$ cat src/rtl/core/bounded_key_value_table_core_defines.svh
// Assertion helpers shared by the core RTL.
// Each macro expects clk and rst_n in scope.
`ifndef BOUNDED_KEY_VALUE_TABLE_CORE_DEFINES_SVH
`define BOUNDED_KEY_VALUE_TABLE_CORE_DEFINES_SVH

// Same-cycle implication.
`define BKV_ASSERT_IMPL(lbl, ante, cons, msg) \
    lbl: assert property (@(posedge clk) disable iff (!rst_n) (ante) |-> (cons)) \
        else $error(msg);

// Next-cycle implication.
`define BKV_ASSERT_NEXT(lbl, ante, cons, msg) \
    lbl: assert property (@(posedge clk) disable iff (!rst_n) (ante) |=> (cons)) \
        else $error(msg);

`endif

$ cat src/rtl/core/bkv_pkg.sv
package bkv_pkg;

    localparam int CAPACITY   = 64;
    localparam int KEY_BITS   = 32;
    localparam int VALUE_BITS = 32;

    localparam int ADDR_BITS  = (CAPACITY > 1) ? $clog2(CAPACITY) : 1;
    localparam int CNT_BITS   = $clog2(CAPACITY + 1);

    // Fixed port field widths
    localparam int OP_BITS    = 3;
    localparam int FIELD_BITS = 32;
    localparam int RANK_BITS  = 7;
    localparam int COUNT_BITS = 7;

    typedef logic [OP_BITS-1:0] opcode_t;

    localparam opcode_t OP_INSERT = 3'd0;
    localparam opcode_t OP_UPDATE = 3'd1;
    localparam opcode_t OP_UPSERT = 3'd2;
    localparam opcode_t OP_ERASE  = 3'd3;
    localparam opcode_t OP_LOOKUP = 3'd4;
    localparam opcode_t OP_RANK   = 3'd5;

    typedef struct packed {
        opcode_t                opcode;
        logic [FIELD_BITS-1:0]  key_in;
        logic [FIELD_BITS-1:0]  value_in;
        logic [RANK_BITS-1:0]   rank_index;
    } req_t;

    typedef struct packed {
        logic                   ok;
        logic [FIELD_BITS-1:0]  key_out;
        logic [FIELD_BITS-1:0]  value_out;
        logic [COUNT_BITS-1:0]  entry_count;
        logic                   is_empty;
    } rsp_t;

    // Sequencer to storage
    typedef struct packed {
        logic [ADDR_BITS-1:0]   rd_addr;
        logic                   wr_key_en;
        logic                   wr_val_en;
        logic [ADDR_BITS-1:0]   wr_addr;
        logic [KEY_BITS-1:0]    wr_key;
        logic [VALUE_BITS-1:0]  wr_val;
    } store_cmd_t;

endpackage

$ cat src/rtl/core/bkv_req_if.sv
interface bkv_req_if;
    import bkv_pkg::*;

    logic                   valid;
    logic                   ready;
    logic [OP_BITS-1:0]     opcode;
    logic [FIELD_BITS-1:0]  key_in;
    logic [FIELD_BITS-1:0]  value_in;
    logic [RANK_BITS-1:0]   rank_index;

    modport source (output valid, opcode, key_in, value_in, rank_index, input ready);
    modport sink   (input valid, opcode, key_in, value_in, rank_index, output ready);
endinterface

$ cat src/rtl/core/bkv_rsp_if.sv
interface bkv_rsp_if;
    import bkv_pkg::*;

    logic                   valid;
    logic                   ready;
    logic                   ok;
    logic [FIELD_BITS-1:0]  key_out;
    logic [FIELD_BITS-1:0]  value_out;
    logic [COUNT_BITS-1:0]  entry_count;
    logic                   is_empty;

    modport source (output valid, ok, key_out, value_out, entry_count, is_empty,
                    input ready);
    modport sink   (input valid, ok, key_out, value_out, entry_count, is_empty,
                    output ready);
endinterface

$ cat src/rtl/core/bkv_store.sv
module bkv_store (
    input  logic                             clk,
    input  bkv_pkg::store_cmd_t              cmd,
    output logic [bkv_pkg::KEY_BITS-1:0]     rd_key,
    output logic [bkv_pkg::VALUE_BITS-1:0]   rd_val
);
    import bkv_pkg::*;

    logic [KEY_BITS-1:0]   key_mem [CAPACITY];
    logic [VALUE_BITS-1:0] val_mem [CAPACITY];
    logic [KEY_BITS-1:0]   rd_key_reg;
    logic [VALUE_BITS-1:0] rd_val_reg;

    // One write and one shared read address, registered read data
    always_ff @(posedge clk)
    begin
        if (cmd.wr_key_en)
        begin
            key_mem[cmd.wr_addr] <= cmd.wr_key;
        end
        if (cmd.wr_val_en)
        begin
            val_mem[cmd.wr_addr] <= cmd.wr_val;
        end
        rd_key_reg <= key_mem[cmd.rd_addr];
        rd_val_reg <= val_mem[cmd.rd_addr];
    end

    assign rd_key = rd_key_reg;
    assign rd_val = rd_val_reg;

endmodule

$ cat src/rtl/core/bkv_ctrl.sv
`include "bounded_key_value_table_core_defines.svh"

module bkv_ctrl (
    input  logic                             clk,
    input  logic                             rst_n,
    input  logic                             req_valid,
    output logic                             req_ready,
    input  bkv_pkg::req_t                    req,
    input  logic                             out_free,
    output logic                             push,
    output bkv_pkg::rsp_t                    res,
    output bkv_pkg::store_cmd_t              cmd,
    input  logic [bkv_pkg::KEY_BITS-1:0]     rd_key,
    input  logic [bkv_pkg::VALUE_BITS-1:0]   rd_val
);
    import bkv_pkg::*;

    localparam logic [2:0] S_IDLE   = 3'd0;
    localparam logic [2:0] S_FIND   = 3'd1;
    localparam logic [2:0] S_SHIFT  = 3'd2;
    localparam logic [2:0] S_RLOAD  = 3'd3;
    localparam logic [2:0] S_RCOUNT = 3'd4;
    localparam logic [2:0] S_DONE   = 3'd5;

    localparam logic [CNT_BITS-1:0] CNT_ONE  = CNT_BITS'(1);
    localparam logic [CNT_BITS-1:0] CNT_ZERO = '0;
    localparam logic [CNT_BITS-1:0] CNT_FULL = CNT_BITS'(CAPACITY);

    logic [2:0]             state_reg, state_next;
    logic [CNT_BITS-1:0]    count_reg, count_next;
    logic [CNT_BITS-1:0]    idx_reg, idx_next;
    logic [CNT_BITS-1:0]    ord_reg, ord_next;
    logic [CNT_BITS-1:0]    cnt_reg, cnt_next;
    opcode_t                op_reg, op_next;
    logic [KEY_BITS-1:0]    key_reg, key_next;
    logic [VALUE_BITS-1:0]  val_reg, val_next;
    logic [RANK_BITS-1:0]   rank_reg, rank_next;
    logic [KEY_BITS-1:0]    cand_key_reg, cand_key_next;
    logic [VALUE_BITS-1:0]  cand_val_reg, cand_val_next;
    logic                   ok_reg, ok_next;
    logic [FIELD_BITS-1:0]  kout_reg, kout_next;
    logic [FIELD_BITS-1:0]  vout_reg, vout_next;

    logic                   in_range;
    logic                   hit;
    logic                   full;
    logic [CNT_BITS-1:0]    idx_inc;
    logic [CNT_BITS-1:0]    idx_dec;
    logic [CNT_BITS-1:0]    ord_inc;

    assign in_range = idx_reg < count_reg;
    assign hit      = in_range && (rd_key == key_reg);
    assign full     = count_reg == CNT_FULL;
    assign idx_inc  = idx_reg + CNT_ONE;
    assign idx_dec  = idx_reg - CNT_ONE;
    assign ord_inc  = ord_reg + CNT_ONE;

    always_comb
    begin
        state_next    = state_reg;
        count_next    = count_reg;
        idx_next      = idx_reg;
        ord_next      = ord_reg;
        cnt_next      = cnt_reg;
        op_next       = op_reg;
        key_next      = key_reg;
        val_next      = val_reg;
        rank_next     = rank_reg;
        cand_key_next = cand_key_reg;
        cand_val_next = cand_val_reg;
        ok_next       = ok_reg;
        kout_next     = kout_reg;
        vout_next     = vout_reg;
        req_ready     = 1'b0;
        push          = 1'b0;
        cmd.wr_key_en = 1'b0;
        cmd.wr_val_en = 1'b0;
        cmd.wr_addr   = idx_reg[ADDR_BITS-1:0];
        cmd.wr_key    = key_reg;
        cmd.wr_val    = val_reg;

        unique case (state_reg)
            S_IDLE:
            begin
                req_ready = 1'b1;
                if (req_valid)
                begin
                    op_next   = req.opcode;
                    key_next  = KEY_BITS'(req.key_in);
                    val_next  = VALUE_BITS'(req.value_in);
                    rank_next = req.rank_index;
                    ok_next   = 1'b0;
                    kout_next = '0;
                    vout_next = '0;
                    idx_next  = CNT_ZERO;
                    ord_next  = CNT_ZERO;
                    unique case (req.opcode)
                        OP_INSERT, OP_UPDATE, OP_UPSERT, OP_ERASE, OP_LOOKUP:
                        begin
                            state_next = S_FIND;
                        end
                        OP_RANK:
                        begin
                            if (req.rank_index < count_reg)
                            begin
                                state_next = S_RLOAD;
                            end
                            else
                            begin
                                state_next = S_DONE;
                            end
                        end
                        default:
                        begin
                            state_next = S_DONE;
                        end
                    endcase
                end
            end
            S_FIND:
            begin
                // read data belongs to idx_reg
                if (hit)
                begin
                    state_next = S_DONE;
                    unique case (op_reg)
                        OP_UPDATE, OP_UPSERT:
                        begin
                            cmd.wr_val_en = 1'b1;
                            ok_next       = 1'b1;
                        end
                        OP_LOOKUP:
                        begin
                            ok_next   = 1'b1;
                            vout_next = FIELD_BITS'(rd_val);
                        end
                        OP_ERASE:
                        begin
                            ok_next = 1'b1;
                            if (idx_inc < count_reg)
                            begin
                                idx_next   = idx_inc;
                                state_next = S_SHIFT;
                            end
                            else
                            begin
                                count_next = count_reg - CNT_ONE;
                            end
                        end
                        default:
                        begin
                            ok_next = 1'b0;
                        end
                    endcase
                end
                else if (!in_range)
                begin
                    state_next = S_DONE;
                    if (((op_reg == OP_INSERT) || (op_reg == OP_UPSERT)) && !full)
                    begin
                        cmd.wr_key_en = 1'b1;
                        cmd.wr_val_en = 1'b1;
                        cmd.wr_addr   = count_reg[ADDR_BITS-1:0];
                        count_next    = count_reg + CNT_ONE;
                        ok_next       = 1'b1;
                    end
                end
                else
                begin
                    idx_next = idx_inc;
                end
            end
            S_SHIFT:
            begin
                // move entry idx down to idx-1
                cmd.wr_key_en = 1'b1;
                cmd.wr_val_en = 1'b1;
                cmd.wr_addr   = idx_dec[ADDR_BITS-1:0];
                cmd.wr_key    = rd_key;
                cmd.wr_val    = rd_val;
                if (idx_inc < count_reg)
                begin
                    idx_next = idx_inc;
                end
                else
                begin
                    count_next = count_reg - CNT_ONE;
                    state_next = S_DONE;
                end
            end
            S_RLOAD:
            begin
                cand_key_next = rd_key;
                cand_val_next = rd_val;
                cnt_next      = CNT_ZERO;
                idx_next      = CNT_ZERO;
                state_next    = S_RCOUNT;
            end
            S_RCOUNT:
            begin
                if (!in_range)
                begin
                    if (cnt_reg == rank_reg)
                    begin
                        ok_next    = 1'b1;
                        kout_next  = FIELD_BITS'(cand_key_reg);
                        vout_next  = FIELD_BITS'(cand_val_reg);
                        state_next = S_DONE;
                    end
                    else
                    begin
                        ord_next   = ord_inc;
                        idx_next   = ord_inc;
                        state_next = S_RLOAD;
                    end
                end
                else
                begin
                    if (rd_key < cand_key_reg)
                    begin
                        cnt_next = cnt_reg + CNT_ONE;
                    end
                    idx_next = idx_inc;
                end
            end
            S_DONE:
            begin
                if (out_free)
                begin
                    push       = 1'b1;
                    state_next = S_IDLE;
                end
            end
            default:
            begin
                state_next = S_IDLE;
            end
        endcase

        // read address is taken from idx_next so data lines up with idx_reg
        cmd.rd_addr = idx_next[ADDR_BITS-1:0];
    end

    assign res.ok          = ok_reg;
    assign res.key_out     = kout_reg;
    assign res.value_out   = vout_reg;
    assign res.entry_count = COUNT_BITS'(count_reg);
    assign res.is_empty    = count_reg == CNT_ZERO;

    always_ff @(posedge clk or negedge rst_n)
    begin
        if (!rst_n)
        begin
            state_reg <= S_IDLE;
            count_reg <= CNT_ZERO;
            idx_reg   <= CNT_ZERO;
        end
        else
        begin
            state_reg <= state_next;
            count_reg <= count_next;
            idx_reg   <= idx_next;
        end
    end

    always_ff @(posedge clk)
    begin
        ord_reg      <= ord_next;
        cnt_reg      <= cnt_next;
        op_reg       <= op_next;
        key_reg      <= key_next;
        val_reg      <= val_next;
        rank_reg     <= rank_next;
        cand_key_reg <= cand_key_next;
        cand_val_reg <= cand_val_next;
        ok_reg       <= ok_next;
        kout_reg     <= kout_next;
        vout_reg     <= vout_next;
    end

    `BKV_ASSERT_IMPL(a_count_bound, 1'b1, count_reg <= CNT_FULL,
                     "entry count above capacity")
    `BKV_ASSERT_IMPL(a_write_state, cmd.wr_key_en || cmd.wr_val_en,
                     (state_reg == S_FIND) || (state_reg == S_SHIFT),
                     "store write outside scan or shift")
    `BKV_ASSERT_NEXT(a_count_hold, (state_reg == S_IDLE) || (state_reg == S_DONE),
                     $stable(count_reg), "entry count moved while not working")
    `BKV_ASSERT_IMPL(a_rank_cnt, state_reg == S_RCOUNT, cnt_reg <= idx_reg,
                     "rank tally ahead of scan")

endmodule

$ cat src/rtl/core/bounded_key_value_table_core.sv
// Channel  Dir  Fields                                        Accepted when
// req      in   opcode, key_in, value_in, rank_index          req.valid && req.ready
// rsp      out  ok, key_out, value_out, entry_count, is_empty  rsp.valid && rsp.ready
//
// One request at a time; N = stored entries, s = matching slot.
// Insert/update/lookup: accept, scan the N entries until a match or the end, done.
// Erase of slot s: accept, scan to slot s, shift each later entry down one slot, done.
// Select-by-rank: one key compare per cycle on one read port.
// Reset clears the count, not the stored pairs; pairs are read only below the count.
// A finished result waits in the rsp register while the next request is accepted.
module bounded_key_value_table_core (
    input  logic    clk,
    input  logic    rst_n,
    bkv_req_if.sink req,
    bkv_rsp_if.source rsp
);
    import bkv_pkg::*;

    req_t       req_pay;
    rsp_t       res;
    store_cmd_t cmd;
    logic [KEY_BITS-1:0]   rd_key;
    logic [VALUE_BITS-1:0] rd_val;
    logic       push;
    logic       out_free;

    logic       out_valid_reg;
    rsp_t       out_data_reg;

    assign req_pay.opcode     = req.opcode;
    assign req_pay.key_in     = req.key_in;
    assign req_pay.value_in   = req.value_in;
    assign req_pay.rank_index = req.rank_index;

    // Output slot is free when empty or being drained this cycle
    assign out_free = !out_valid_reg || rsp.ready;

    bkv_ctrl u_ctrl (
        .clk       (clk),
        .rst_n     (rst_n),
        .req_valid (req.valid),
        .req_ready (req.ready),
        .req       (req_pay),
        .out_free  (out_free),
        .push      (push),
        .res       (res),
        .cmd       (cmd),
        .rd_key    (rd_key),
        .rd_val    (rd_val)
    );

    bkv_store u_store (
        .clk    (clk),
        .cmd    (cmd),
        .rd_key (rd_key),
        .rd_val (rd_val)
    );

    // Result register
    always_ff @(posedge clk or negedge rst_n)
    begin
        if (!rst_n)
        begin
            out_valid_reg <= 1'b0;
        end
        else if (push)
        begin
            out_valid_reg <= 1'b1;
        end
        else if (rsp.ready)
        begin
            out_valid_reg <= 1'b0;
        end
    end

    always_ff @(posedge clk)
    begin
        if (push)
        begin
            out_data_reg <= res;
        end
    end

    assign rsp.valid       = out_valid_reg;
    assign rsp.ok          = out_data_reg.ok;
    assign rsp.key_out     = out_data_reg.key_out;
    assign rsp.value_out   = out_data_reg.value_out;
    assign rsp.entry_count = out_data_reg.entry_count;
    assign rsp.is_empty    = out_data_reg.is_empty;

endmodule

$ cat src/flat_wrapper.sv
// flat-port wrapper written by rule: the top's interface ports become plain ports
module bounded_key_value_table_core_flat import bkv_pkg::*;
  (clk, rst_n, req_valid, req_opcode, req_key_in, req_value_in, req_rank_index, req_ready, rsp_valid, rsp_ok, rsp_key_out, rsp_value_out, rsp_entry_count, rsp_is_empty, rsp_ready);
  bkv_req_if req_i ();
  bkv_rsp_if rsp_i ();
  input  logic clk;
  input  logic rst_n;
  input wire logic [$bits(req_i.valid)-1:0] req_valid;
  input wire logic [$bits(req_i.opcode)-1:0] req_opcode;
  input wire logic [$bits(req_i.key_in)-1:0] req_key_in;
  input wire logic [$bits(req_i.value_in)-1:0] req_value_in;
  input wire logic [$bits(req_i.rank_index)-1:0] req_rank_index;
  output wire logic [$bits(req_i.ready)-1:0] req_ready;
  output wire logic [$bits(rsp_i.valid)-1:0] rsp_valid;
  output wire logic [$bits(rsp_i.ok)-1:0] rsp_ok;
  output wire logic [$bits(rsp_i.key_out)-1:0] rsp_key_out;
  output wire logic [$bits(rsp_i.value_out)-1:0] rsp_value_out;
  output wire logic [$bits(rsp_i.entry_count)-1:0] rsp_entry_count;
  output wire logic [$bits(rsp_i.is_empty)-1:0] rsp_is_empty;
  input wire logic [$bits(rsp_i.ready)-1:0] rsp_ready;
  assign req_i.valid = req_valid;
  assign req_i.opcode = req_opcode;
  assign req_i.key_in = req_key_in;
  assign req_i.value_in = req_value_in;
  assign req_i.rank_index = req_rank_index;
  assign req_ready = req_i.ready;
  assign rsp_valid = rsp_i.valid;
  assign rsp_ok = rsp_i.ok;
  assign rsp_key_out = rsp_i.key_out;
  assign rsp_value_out = rsp_i.value_out;
  assign rsp_entry_count = rsp_i.entry_count;
  assign rsp_is_empty = rsp_i.is_empty;
  assign rsp_i.ready = rsp_ready;
  bounded_key_value_table_core u_core (.clk(clk), .rst_n(rst_n), .req(req_i), .rsp(rsp_i));
endmodule
$ cat config.mk
export PLATFORM = sky130hd
export DESIGN_NAME = bounded_key_value_table_core_flat
export DESIGN_NICKNAME = d
export VERILOG_FILES = /design/src/rtl/core/bkv_pkg.sv /design/src/rtl/core/bkv_req_if.sv /design/src/rtl/core/bkv_rsp_if.sv /design/src/rtl/core/bkv_store.sv /design/src/rtl/core/bkv_ctrl.sv /design/src/rtl/core/bounded_key_value_table_core.sv /design/src/flat_wrapper.sv
export VERILOG_INCLUDE_DIRS = /design/src /design/src/rtl/core
export SDC_FILE = /design/constraint.sdc
export NUM_CORES = 2
export LEC_CHECK = 0
export BUFFER_PORTS_ARGS = -buffer_cell sky130_fd_sc_hd__buf_2
export CORE_MARGIN = 10
export CORE_UTILIZATION = 49
export CTS_BUF_LIST = sky130_fd_sc_hd__clkbuf_16
export DETAILED_ROUTE_END_ITERATION = 16
export HOLD_SLACK_MARGIN = 0.08
export MAX_ROUTING_LAYER = met4
export PLACE_DENSITY = 0.76
export SKIP_LAST_GASP = 1
export SYNTH_ARGS = -nofsm -noshare
export SYNTH_HDL_FRONTEND = slang
export SYNTH_SLANG_ARGS = --single-unit
$ cat constraint.sdc
create_clock -name clk -period 6.25 [get_ports clk]
set_input_delay 0.9375 -clock clk [delete_from_list [all_inputs] [get_ports clk]]
set_output_delay 0.9375 -clock clk [all_outputs]
set_load 0.03 [all_outputs]
==> impl_metrics.csv <==
group,metric,value,unit
timing,worst_slew_pin_slew,1.39,ns
worst_setup_path,rr_worst_depth,17,
power,peakVddDrop,0.680,mV
timing,setup_viol,0,
power,internal-power,59100,uW
synthesis,ys_top_cells_by_count,"edfxtp_1, nand2_1, nand3_1, clkbuf_1, mux2i_1",
timing,slew_viol_final,0,
cts,clockRootBuffer,"clkbuf_16",
routing,viasPerCell,6.37,
routing,wirelength,510000,um
worst_setup_path,crit_type,"reg2reg",
global_routing,antenna_found_initial,28,
timing,max_slew_margin,0.0627,
die,dieArea,379000,um2
placement,place_congestion,0.891,
cts,clk_latency,0.95,ns
power,switchingPower,36500,uW
die,die_w,616,um
power,sequentialPowerShare,0.369,
synthesis,synth_area,174000,um2
synthesis,yosys.area.top_type,"edfxtp_1",
global_routing,grt_pass1_vias,107000,
final_layout,drive_above_1_share,0.117,
placement,placed_cell_area,185000,um2
die,ios,153,
final_layout,reg.largest.list,"u_core.u_store.key_mem (2048), u_core.u_store.val_mem (2048)",
global_routing,grt_pass1_wl,729000,um
timing,finalWorstSetupSlack,0.142,ns
synthesis,yosys_warnings,0,
die,core_area,353000,um2
status,status,"complete, no violations",
synthesis,synth-seq-cells,4468,
die,die_h,616,um
synthesis,synthAdderAreaFrac,0.00403,
worst_setup_path,startpoint_type,"register",
synthesis,synthMuxAreaShare,0.0266,
hold_path,hold_depth,1,
synthesis,synth.top_cell.area_share,0.757,
synthesis,syn-num-nets,12500,
cts,h-tree-depth,5,
timing,min_period,6.11,ns
power,power.total,95600,uW
worst_setup_path,cp.arrival,6.98,ns
timing,fmax,164,MHz
die,start_util,0.493,
routing,drt-initial-drc-count,20500,
synthesis,yosysMostFrequentCell,"edfxtp_1",
global_routing,track_usage,0.264,
global_routing,grt_max_degree,167,
synthesis,synthTopCellsByArea,"edfxtp_1, nand2_1, nand3_1, mux2i_1, a32oi_1",
timing,holdWs,0.180,ns
timing,hold_violations,0,
global_routing,overflow,0,
final_layout,final_cell_area,198000,um2
hold_path,hold_class,"in2reg",
cts,clkTransAtPathRegs,0.07,ns
synthesis,synth_top_family_by_area,"simple AND/OR/NAND/NOR gates",
worst_setup_path,cp.required,7.12,ns
synthesis,seq_area_frac_synth,0.767,
routing,dr.pass1.iters,9,
placement,dp_hpwl,285000,um
power,leakagePower,0.0669,uW
final_layout,area_growth_syn_to_layout,13.6,%
worst_setup_path,end_kind,"register",
routing,num_vias,113000,
synthesis,synth_edf_count,4386,
timing,rsz0062_at_grt,"yes",
routing,drc_errors,0,
power,clkPwrFrac,0.250,
synthesis,synthXorXnorAreaFrac,0.00312,
timing,skew,0.0497,ns
routing,wl_per_cell,28.8,um
synthesis,synthArstFlopShare,0.00403,
synthesis,synth.avg_cell_area,14.1,um2
timing,tns,0,ns
synthesis,synthSimpleGateAreaFrac,0.120,
worst_setup_path,cp_max_fo,166,
placement,io_buffers,152,
power,switching_share,0.382,
cts,postCtsSetupBuffers,0,
synthesis,syn_inst,12400,
cts,cts.path.max_buffers,4,
cts,cts.sinks,4468,
cts,tritoncts,"built",
die,rows,218,
flow_run,drv_cap,0,
synthesis,ys_types,72,
placement,dp_slack,0.116,ns
cts,cts_made_buffers,398,
timing,fin_crit_sh,0.977,
power,powerDensity,483,nW/um2
synthesis,ys.flop_type,"edfxtp_1",
final_layout,num-nets-final,12800,
power,combPwrFrac,0.381,
routing,antenna_violating_nets_post_route,0,
synthesis,synth_compound_area_frac,0.0598,
==> final cells by class <==
| type | count | area [um2] |
|---|---|---|
| Multi-Input combinational cell | 7048 | 38600 |
| Fill cell | 26100 | 156000 |
| Antenna cell | 20 | 50.0 |
| Clock inverter | 320 | 2390 |
| Clock buffer | 407 | 10200 |
| Inverter | 51 | 214 |
| Tap cell | 4730 | 5920 |
| Timing Repair Buffer | 700 | 6920 |
| Sequential cell | 4468 | 133000 |
==> metal layers <==
metal  vias up  part of all wire  GRT usage
met5         -                 0          -
met4         0             0.052      0.120
met3      1498              0.15     0.0729
met2      9241              0.45      0.392
met1     55300              0.35      0.340
li1      46900                 -          -
==> cell families after synthesis <==
| group | Yosys count |
|---|---|
| AND/OR/NAND/NOR | 5031 |
| multiplexers | 462 |
| flip-flops | 4468 |
| buffers and inverters | 839 |
| adder cells (fa/ha/maj) | 56 |
| XOR/XNOR | 62 |
| AO/OA/AOI/OAI | 1437 |
==> stage by stage <==
step / instances / utilization
after CTS: 17700 / 0.559
after floorplan: 12400 / -
after global placement: 17000 / 0.524
final: 17700 / 0.560
after detailed placement: 17000 / 0.524
after global routing: 17700 / 0.560
==> path summary, 6_finish.rpt <==
| path | start | endpoint | slack, ns |
|---|---|---|---|
| setup reg to reg | u_core.u_ctrl.idx_reg[1] | u_core.u_store.rd_val[9] | 0.14 |
| setup / recovery | u_core.u_ctrl.idx_reg[1] | u_core.u_store.rd_val[9] | 0.14 |
| hold / removal | req_key_in[23] | u_core.u_ctrl.key_reg[23] | 0.18 |
| min in group asynchronous | rst_n | u_core.u_ctrl.state_reg[2] | 0.50 |
| hold reg to reg | u_core.u_ctrl.kout_reg[16] | u_core.rsp.key_out[16] | 0.42 |
| max in group asynchronous | rst_n | u_core.u_ctrl.count_reg[6] | 5.39 |
==> cells in the final DEF (no fill, tap or decap), types with 68 or more instances in the layout <==
master	synthesis	final
nor2_4	0	137
buf_2	187	152
nand2_2	0	71
a32oi_1	308	308
mux2i_1	451	450
buf_12	0	161
clkbuf_16	0	407
nor2_1	239	102
o21ai_0	123	121
nand4_1	96	96
clkinv_1	0	85
a211oi_1	72	72
inv_1	47	122
buf_4	7	384
edfxtp_1	4386	4386
o31a_1	68	68
clkinv_2	0	85
a21oi_1	157	155
a31oi_1	378	378
nand3_1	1153	1152
nand2_1	3414	3339
==> what timing repair did <==
item	4_1_cts	5_1_grt
hold endpoints to repair	18	0
hold buffers	1	0
gates resized for setup	1	7
setup endpoints to repair	1	8
==> critical path, stage by stage, from the launching register on <==
cell,delay [ns]
dfrtp_1,0.51
ha_1,0.24
and3_1,0.20
and3_1,0.21
xor2_1,0.21
ha_1,0.28
a21boi_0,0.17
a211oi_2,0.53
nand2_1,0.33
and4_4,0.30
nor3_4,0.46
buf_12,0.28
buf_16,0.55
a211oi_1,0.17
a311oi_1,0.37
a31oi_1,0.11
o2111ai_1,0.80
o22a_1,0.22
==> power by group through the flow <==
stage	clock network (uW)	registers, uW	logic, uW
6_report	23900	35200	36400
4_1_cts	23900	35200	35600
3_3_place_gp	0	35800	34600
5_1_grt	25000	35200	38700
3_5_place_dp	0	35800	35300
2_1_floorplan	0	35600	22600
No activity file was read; power rests on OpenSTA's default activity.
